### config.mk
export PLATFORM = sky130hd
export DESIGN_NAME = nested_pair_matcher
export DESIGN_NICKNAME = d
export VERILOG_FILES = /design/src/design/npm_pkg.sv /design/src/design/nested_pair_matcher.sv /design/src/design/npm_front.sv /design/src/design/npm_queue.sv /design/src/design/npm_back.sv
export SDC_FILE = /design/constraint.sdc
export NUM_CORES = 1
export LEC_CHECK = 0
export BUFFER_PORTS_ARGS = -buffer_cell sky130_fd_sc_hd__buf_2
export CAP_MARGIN = 15
export CORE_MARGIN = 5
export CORE_UTILIZATION = 25
export DETAILED_ROUTE_END_ITERATION = 7
export PLACE_DENSITY = 0.5
export SETUP_SLACK_MARGIN = 0.3
export SLEW_MARGIN = 0
export SYNTH_ARGS = -nofsm -noshare
export SYNTH_HDL_FRONTEND = slang
export SYNTH_SLANG_ARGS = --single-unit
### constraint.sdc
create_clock -name aclk -period 4 [get_ports aclk]
set_clock_uncertainty 0.1 [all_clocks]
set_input_delay 0.6 -clock aclk [delete_from_list [all_inputs] [get_ports aclk]]
set_output_delay 0.6 -clock aclk [all_outputs]
set_load 0.02 [all_outputs]
### src/design/npm_pkg.sv
// Package: shared types, widths and codes of the nested pair matcher.
`default_nettype none
package npm_pkg;

    localparam int OFFSET_BITS    = 16;
    localparam int DEPTH_BITS     = 16;
    localparam int QUEUE_DEPTH    = 4;
    localparam int QUEUE_PTR_BITS = $clog2(QUEUE_DEPTH);
    localparam int QUEUE_CNT_BITS = $clog2(QUEUE_DEPTH + 1);
    localparam int CFG_INDEX_BITS = 2;

    localparam logic [1:0] STATUS_MATCH    = 2'd0;
    localparam logic [1:0] STATUS_NO_MATCH = 2'd1;
    localparam logic [1:0] STATUS_NO_OPEN  = 2'd2;

    localparam logic [CFG_INDEX_BITS-1:0] CFG_LEFT   = 2'd0;
    localparam logic [CFG_INDEX_BITS-1:0] CFG_RIGHT  = 2'd1;
    localparam logic [CFG_INDEX_BITS-1:0] CFG_ESCAPE = 2'd2;

    localparam logic [7:0] LEFT_RESET   = 8'd40;
    localparam logic [7:0] RIGHT_RESET  = 8'd41;
    localparam logic [7:0] ESCAPE_RESET = 8'd0;

    typedef struct packed {
        logic [7:0] data_byte;
        logic       first_byte;
        logic       last_byte;
    } in_word_t;

    typedef struct packed {
        logic [1:0]  status;
        logic [15:0] match_offset;
    } out_word_t;

    typedef struct packed {
        logic first_byte;
        logic last_byte;
        logic is_left;
        logic is_right;
        logic is_escape;
    } token_t;

endpackage
`default_nettype wire

### src/design/nested_pair_matcher.sv
// Top level: balanced delimiter matcher with escape byte.
//
// Input words (s_valid/s_ready) carry one byte of a span with first and last
// marks. The front end compares each byte against the left, right and escape
// registers and pushes a token into a four-entry queue; s_ready is high while
// the queue has room. The back end pops one token per cycle while the output
// register is free or being taken, tracks nesting depth and offset, and loads
// at most one result word per span into the output register (m_valid/m_ready).
// A token is registered in a queue slot and its result word in the output
// register. The block takes one byte per cycle while the receiver keeps up,
// set by the state update of the back end.
// A stalled receiver holds the output register; the back end stops popping
// and the queue fills, after which s_ready falls.
// Reset (aresetn low, synchronous) empties the queue, clears the output and
// the scan state, and restores left '(', right ')' and escape disabled.
// Configuration writes (cfg_we, cfg_index, cfg_data) are registered; the user
// must make them only while the block is idle: the block does not enforce it.
`default_nettype none
module nested_pair_matcher (
    input  wire logic                               aclk,
    input  wire logic                               aresetn,
    input  wire logic                               cfg_we,
    input  wire logic [npm_pkg::CFG_INDEX_BITS-1:0] cfg_index,
    input  wire logic [7:0]                         cfg_data,
    input  wire logic                               s_valid,
    output logic                                    s_ready,
    input  wire npm_pkg::in_word_t                  s_data,
    output logic                                    m_valid,
    input  wire logic                               m_ready,
    output npm_pkg::out_word_t                      m_data
);

    npm_pkg::token_t in_token;
    npm_pkg::token_t head_token;
    logic            q_not_full;
    logic            q_not_empty;
    logic            q_pop;

    assign s_ready = q_not_full;

    npm_front u_front (
        .aclk      (aclk),
        .aresetn   (aresetn),
        .cfg_we    (cfg_we),
        .cfg_index (cfg_index),
        .cfg_data  (cfg_data),
        .in_word   (s_data),
        .token     (in_token)
    );

    npm_queue u_queue (
        .aclk       (aclk),
        .aresetn    (aresetn),
        .push       (s_valid),
        .push_token (in_token),
        .not_full   (q_not_full),
        .pop        (q_pop),
        .head_token (head_token),
        .not_empty  (q_not_empty)
    );

    npm_back u_back (
        .aclk      (aclk),
        .aresetn   (aresetn),
        .tok_valid (q_not_empty),
        .tok       (head_token),
        .tok_pop   (q_pop),
        .m_valid   (m_valid),
        .m_ready   (m_ready),
        .m_data    (m_data)
    );

endmodule
`default_nettype wire

### src/design/npm_front.sv
// Front end: configuration registers and byte classification into tokens.
`default_nettype none
module npm_front (
    input  wire logic                               aclk,
    input  wire logic                               aresetn,
    input  wire logic                               cfg_we,
    input  wire logic [npm_pkg::CFG_INDEX_BITS-1:0] cfg_index,
    input  wire logic [7:0]                         cfg_data,
    input  wire npm_pkg::in_word_t                  in_word,
    output npm_pkg::token_t                         token
);

    logic [7:0] left_reg;
    logic [7:0] right_reg;
    logic [7:0] escape_reg;

    always_ff @(posedge aclk) begin
        if (!aresetn) begin
            left_reg   <= npm_pkg::LEFT_RESET;
            right_reg  <= npm_pkg::RIGHT_RESET;
            escape_reg <= npm_pkg::ESCAPE_RESET;
        end else if (cfg_we) begin
            case (cfg_index)
                npm_pkg::CFG_LEFT:   left_reg   <= cfg_data;
                npm_pkg::CFG_RIGHT:  right_reg  <= cfg_data;
                npm_pkg::CFG_ESCAPE: escape_reg <= cfg_data;
                default: ;
            endcase
        end
    end

    always_comb begin
        token.first_byte = in_word.first_byte;
        token.last_byte  = in_word.last_byte;
        token.is_left    = (in_word.data_byte == left_reg);
        token.is_right   = (in_word.data_byte == right_reg);
        token.is_escape  = (escape_reg != 8'd0) && (in_word.data_byte == escape_reg);
    end

endmodule
`default_nettype wire

### src/design/npm_queue.sv
// Token queue between front and back ends.
`default_nettype none
module npm_queue (
    input  wire logic            aclk,
    input  wire logic            aresetn,
    input  wire logic            push,
    input  wire npm_pkg::token_t push_token,
    output logic                 not_full,
    input  wire logic            pop,
    output npm_pkg::token_t      head_token,
    output logic                 not_empty
);

    npm_pkg::token_t                     slot_reg [npm_pkg::QUEUE_DEPTH];
    logic [npm_pkg::QUEUE_PTR_BITS-1:0]  wr_ptr_reg, wr_ptr_next;
    logic [npm_pkg::QUEUE_PTR_BITS-1:0]  rd_ptr_reg, rd_ptr_next;
    logic [npm_pkg::QUEUE_CNT_BITS-1:0]  count_reg, count_next;
    logic                                do_push, do_pop;

    assign not_full   = (count_reg != npm_pkg::QUEUE_CNT_BITS'(npm_pkg::QUEUE_DEPTH));
    assign not_empty  = (count_reg != '0);
    assign do_push    = push && not_full;
    assign do_pop     = pop && not_empty;
    assign head_token = slot_reg[rd_ptr_reg];

    always_comb begin
        wr_ptr_next = wr_ptr_reg;
        rd_ptr_next = rd_ptr_reg;
        count_next  = count_reg;
        if (do_push) begin
            wr_ptr_next = (wr_ptr_reg == npm_pkg::QUEUE_PTR_BITS'(npm_pkg::QUEUE_DEPTH - 1))
                        ? '0 : wr_ptr_reg + 1'b1;
        end
        if (do_pop) begin
            rd_ptr_next = (rd_ptr_reg == npm_pkg::QUEUE_PTR_BITS'(npm_pkg::QUEUE_DEPTH - 1))
                        ? '0 : rd_ptr_reg + 1'b1;
        end
        if (do_push && !do_pop) begin
            count_next = count_reg + 1'b1;
        end else if (do_pop && !do_push) begin
            count_next = count_reg - 1'b1;
        end
    end

    always_ff @(posedge aclk) begin
        if (!aresetn) begin
            wr_ptr_reg <= '0;
            rd_ptr_reg <= '0;
            count_reg  <= '0;
        end else begin
            wr_ptr_reg <= wr_ptr_next;
            rd_ptr_reg <= rd_ptr_next;
            count_reg  <= count_next;
        end
    end

    always_ff @(posedge aclk) begin
        if (do_push) begin
            slot_reg[wr_ptr_reg] <= push_token;
        end
    end

endmodule
`default_nettype wire

### src/design/npm_back.sv
// Back end: nesting and offset tracking, result register.
`default_nettype none
module npm_back (
    input  wire logic            aclk,
    input  wire logic            aresetn,
    input  wire logic            tok_valid,
    input  wire npm_pkg::token_t tok,
    output logic                 tok_pop,
    output logic                 m_valid,
    input  wire logic            m_ready,
    output npm_pkg::out_word_t   m_data
);

    localparam logic [npm_pkg::OFFSET_BITS-1:0] OFFSET_MAX = '1;
    localparam logic [npm_pkg::DEPTH_BITS-1:0]  DEPTH_MAX  = '1;

    logic                               scanning_reg, scanning_next;
    logic                               escp_reg, escp_next;
    logic [npm_pkg::DEPTH_BITS-1:0]     depth_reg, depth_next;
    logic [npm_pkg::OFFSET_BITS-1:0]    offset_reg, offset_next;
    logic                               out_valid_reg, out_valid_next;
    npm_pkg::out_word_t                 out_word_reg, out_word_next;
    logic                               emit;
    logic [1:0]                         emit_status;
    logic [npm_pkg::OFFSET_BITS-1:0]    emit_offset;

    assign tok_pop = tok_valid && (!out_valid_reg || m_ready);
    assign m_valid = out_valid_reg;
    assign m_data  = out_word_reg;

    always_comb begin
        scanning_next = scanning_reg;
        escp_next     = escp_reg;
        depth_next    = depth_reg;
        offset_next   = offset_reg;
        emit          = 1'b0;
        emit_status   = npm_pkg::STATUS_NO_MATCH;
        emit_offset   = '0;
        if (tok.first_byte) begin
            offset_next = '0;
            depth_next  = '0;
            escp_next   = 1'b0;
            if (!tok.is_left) begin
                emit        = 1'b1;
                emit_status = npm_pkg::STATUS_NO_OPEN;
            end else if (tok.last_byte) begin
                emit        = 1'b1;
            end else begin
                scanning_next = 1'b1;
            end
        end else if (scanning_reg) begin
            if (offset_reg != OFFSET_MAX) begin
                offset_next = offset_reg + 1'b1;
            end
            if (escp_reg) begin
                escp_next = 1'b0;
            end else if (tok.is_escape) begin
                escp_next = 1'b1;
            end else if (tok.is_right) begin
                if (depth_reg == '0) begin
                    emit        = 1'b1;
                    emit_status = npm_pkg::STATUS_MATCH;
                    emit_offset = offset_next;
                end else begin
                    depth_next = depth_reg - 1'b1;
                end
            end else if (tok.is_left) begin
                if (depth_reg != DEPTH_MAX) begin
                    depth_next = depth_reg + 1'b1;
                end
            end
            if (tok.last_byte && !emit) begin
                emit        = 1'b1;
                emit_status = npm_pkg::STATUS_NO_MATCH;
            end
        end
        if (emit) begin
            scanning_next = 1'b0;
        end
    end

    always_comb begin
        out_valid_next = out_valid_reg;
        out_word_next  = out_word_reg;
        if (m_ready) begin
            out_valid_next = 1'b0;
        end
        if (tok_pop && emit) begin
            out_valid_next              = 1'b1;
            out_word_next.status        = emit_status;
            out_word_next.match_offset  = 16'(emit_offset);
        end
    end

    always_ff @(posedge aclk) begin
        if (!aresetn) begin
            scanning_reg  <= 1'b0;
            escp_reg      <= 1'b0;
            depth_reg     <= '0;
            offset_reg    <= '0;
            out_valid_reg <= 1'b0;
        end else begin
            out_valid_reg <= out_valid_next;
            if (tok_pop) begin
                scanning_reg <= scanning_next;
                escp_reg     <= escp_next;
                depth_reg    <= depth_next;
                offset_reg   <= offset_next;
            end
        end
    end

    always_ff @(posedge aclk) begin
        out_word_reg <= out_word_next;
    end

endmodule
`default_nettype wire
==> key figures <==
Detailed routing
  – Pre-Repair DR Iteration Count: 4
  – DR iter-0 viols: 256
  – Post-route ant nets: 0
  – Vias per cell: 4.70
  – Routed len/inst: 14.0 um
  – DR DRC count: 0
  – DR vias: 4144
  – Final wirelength: 12400 um

Worst setup path
  – CP startpoint kind: register
  – Cells on worst reg2reg path: 8
  – Worst Setup End Kind: register
  – R2R setup slack: 0.86 ns
  – Critical Path AT: 3.28 ns
  – Reg-to-reg endpoint: u_back.depth_reg[15]$_SDFFE_PN0P_
  – Setup crit end: u_back.depth_reg[15]$_SDFFE_PN0P_
  – Crit-path max FO: 18
  – Worst path required time: 4.14 ns
  – Crit path kind: register to register

STA
  – Number of max-slew violations in the final report: 0
  – RSZ-0062 raised after global routing: false
  – TNS Setup: 0 ns
  – Worst-margin pin slew: 1.04 ns
  – Tcrit/Tclk final: 78.4%
  – Final setup violation count: 0
  – Slew margin rel.: 30.5%
  – Fmax: 319 MHz
  – Minimum clock period: 3.14 ns
  – Final Hold Fails: 0
  – Setup WS post-layout: 0.864 ns

Yosys
  – Multiplexer area fraction after synthesis: 7.81%
  – Xor and xnor area share after synthesis: 7.25%
  – Main combinational cell family by area after synthesis: simple AND/OR/NAND/NOR gates
  – FFs w/ async S/R, synth: 0%
  – EDFF count, synth: 38
  – Area leader, netlist: dfxtp_1
  – Yosys reg bits: 106
  – Post-synthesis compound-gate area fraction: 14.3%
  – Synth top area cells: dfxtp_1 24%, edfxtp_1 21%, xnor2_1 5.7%
  – Syn Inst Count: 559
  – Simple-Gate Fraction of Synth Area: 17.1%
  – Avg Cell Area, Syn: 9.94 um^2
  – Synth top area share: 24.5%
  – Register area share after synthesis: 45.0%
  – Synth warnings: 0
  – Syn Nets: 607
  – Unique masters post-synth: 59
  – Adder-cell area share of the yosys netlist: 5.45%
  – Main synth FF type: dfxtp_1
  – Mapped Area: 5560 um^2

Clock tree
  – H-tree levels: 3
  – Clock root buffer: clkbuf_16
  – CTS tree: yes
  – Clock Path Buffers: 2
  – Post-CTS Setup Bufs: 0
  – Clock-pin slew on the worst setup and hold paths: 0.07 ns
  – Clock sinks: 106
  – CTS Hold Bufs: 0
  – TritonCTS Buffers: 9
  – Clock Latency Late Sink: 0.35 ns
  – Cts repair resizes: 0

Global route
  – Initial antenna violation count: 0
  – Vias in the first global route: 4131
  – Largest net degree at the start of global routing: 33
  – Met2 usage: 16.0%
  – Grt ovf: 0
  – Grt met1 use: 13.2%
  – First-pass GRT wire length: 21000 um
  – Met3 Use GR: 2.38%
  – Total GRT Usage: 9.97%
  – Gr busiest metal: met2

Floorplan
  – Initial core utilization: 25.5%
  – Core footprint: 21800 um^2
  – Die width: 159 um
  – Die height: 159 um
  – Row Count: 54
  – I/O pin count: 45
  – Full die area: 25300 um^2

Placement
  – Setup slack at placement: 0.878 ns
  – Number of port buffers: 44
  – Placed wire-length estimate: 9110 um
  – Placed Cells: 866
  – Final GP Congestion: 0.808

Status
  – Outcome: complete, no violations

Layout
  – Layout cell share with drive strength beyond 1: 13.5%
  – Max reg flops: 20
  – Commonest cells after routing, fill and taps aside: 68 x dfxtp_1, 65 x nor2_1, 44 x buf_2
  – Non-Filler Instances: 882
  – Inserted Diodes: 0
  – Area Overhead vs Synth: 14.7%
  – Most common cell after layout, fill and taps aside: dfxtp_1
  – Post-layout net count: 645
  – Final Util: 29.2%

Worst hold path
  – Hold WC Path Type: primary input to register

Power
  – Peak supply drop: 0.000268 V
  – Sw frac: 36.4%
  – Pwr Density: 555 nW/um^2
  – Combinational fraction of design power: 35.3%
  – P_int: 0.00225 W
  – Total power: 0.00353 W
  – Psw: 0.00129 W
  – Reg power frac: 38.5%
  – Leakage: 2.39 nW
  – Clock power share: 26.2%

Job
  – Max cap viols: 0
## worst max-delay path, cell delays in order, from the launching register on
cell and delay [ns]:
dfxtp_1 0.54, mux4_2 0.58, ha_1 0.43, a21o_1 0.21, o21bai_1 0.22, o21a_1 0.25, o21a_1 0.19, o2111a_1 0.24
a211o_1 0.26
## how the worst min path moves through the flow
stage	endpoint	depth (start not counted)	start
after floorplan	u_back.offset_reg[6]$_SDFFE_PN0P_	1	u_back.offset_reg[6]$_SDFFE_PN0P_
after global placement	u_back.offset_reg[6]$_SDFFE_PN0P_	1	u_back.offset_reg[6]$_SDFFE_PN0P_
after detailed placement	u_front.left_reg[5]$_SDFFE_PN1P_	2	u_front.left_reg[5]$_SDFFE_PN1P_
after CTS	u_queue.slot_reg[0][4]$_DFFE_PP_	1	s_data[1]
after global routing	u_queue.slot_reg[0][4]$_DFFE_PP_	1	s_data[1]
final	u_queue.slot_reg[0][4]$_DFFE_PP_	1	s_data[1]
## routing by layer
metal | up-vias | routed length, um
met3 | 9 | 432
li1 | 2127 | -
met2 | 64 | 5670
met1 | 1944 | 6090
met4 | 0 | 168
met5 | - | 0
## area by class of cell
class | count | area (um^2)
fill | 2304 | 15400
multi-input combinational | 416 | 2890
sequential | 106 | 2500
tap | 280 | 350
clock buffer | 12 | 279
timing repair buffer | 50 | 265
inverter | 14 | 52.6
clock inverter | 4 | 35.0
## synth_stat cells (3+ instances only)
master and n:
xnor2_1 36, edfxtp_1 38, mux4_2 5, nor4_1 6, and4_1 4, dfxtp_1 68
a211oi_1 3, buf_6 3, nand4_1 11, inv_1 14, a22o_1 12, or3_1 4
o21a_1 5, a31oi_1 15, xor2_1 10, a21o_1 10, nor2_1 66, mux2i_1 31
nand2b_1 5, nand2_1 38, ha_1 21, nor3_1 11, and2_1 3, a21oi_1 36
o21ai_0 20, and3_1 9, nand3_1 12, o31ai_1 3, clkbuf_1 16, nor3b_1 4
## cell families after synthesis
family          after synthesis
buf+inv                      37
flops                       106
fa+ha+maj                    23
xor+xnor                     46
mux                          37
simple gates                188
compound gates              122
## power by group through the flow
| stage | Combinational (W) | Clock (W) | Sequential, W |
|---|---|---|---|
| floorplan | 0.000869 | 0 | 0.00146 |
| global placement | 0.00127 | 0 | 0.00138 |
| detailed placement | 0.00126 | 0 | 0.00139 |
| CTS | 0.00127 | 0.000961 | 0.00136 |
| global route | 0.00139 | 0.000996 | 0.00138 |
| finish | 0.00125 | 0.000928 | 0.00136 |
## through the flow
stage	cell area (um^2)	hold WS [ns]
final	6370	0.369
after global routing	6370	0.365
after CTS	6370	0.361
after detailed placement	6060	0.390
after global placement	6060	0.381
after floorplan	5560	0.359
No activity file was read; power rests on OpenSTA's default activity.
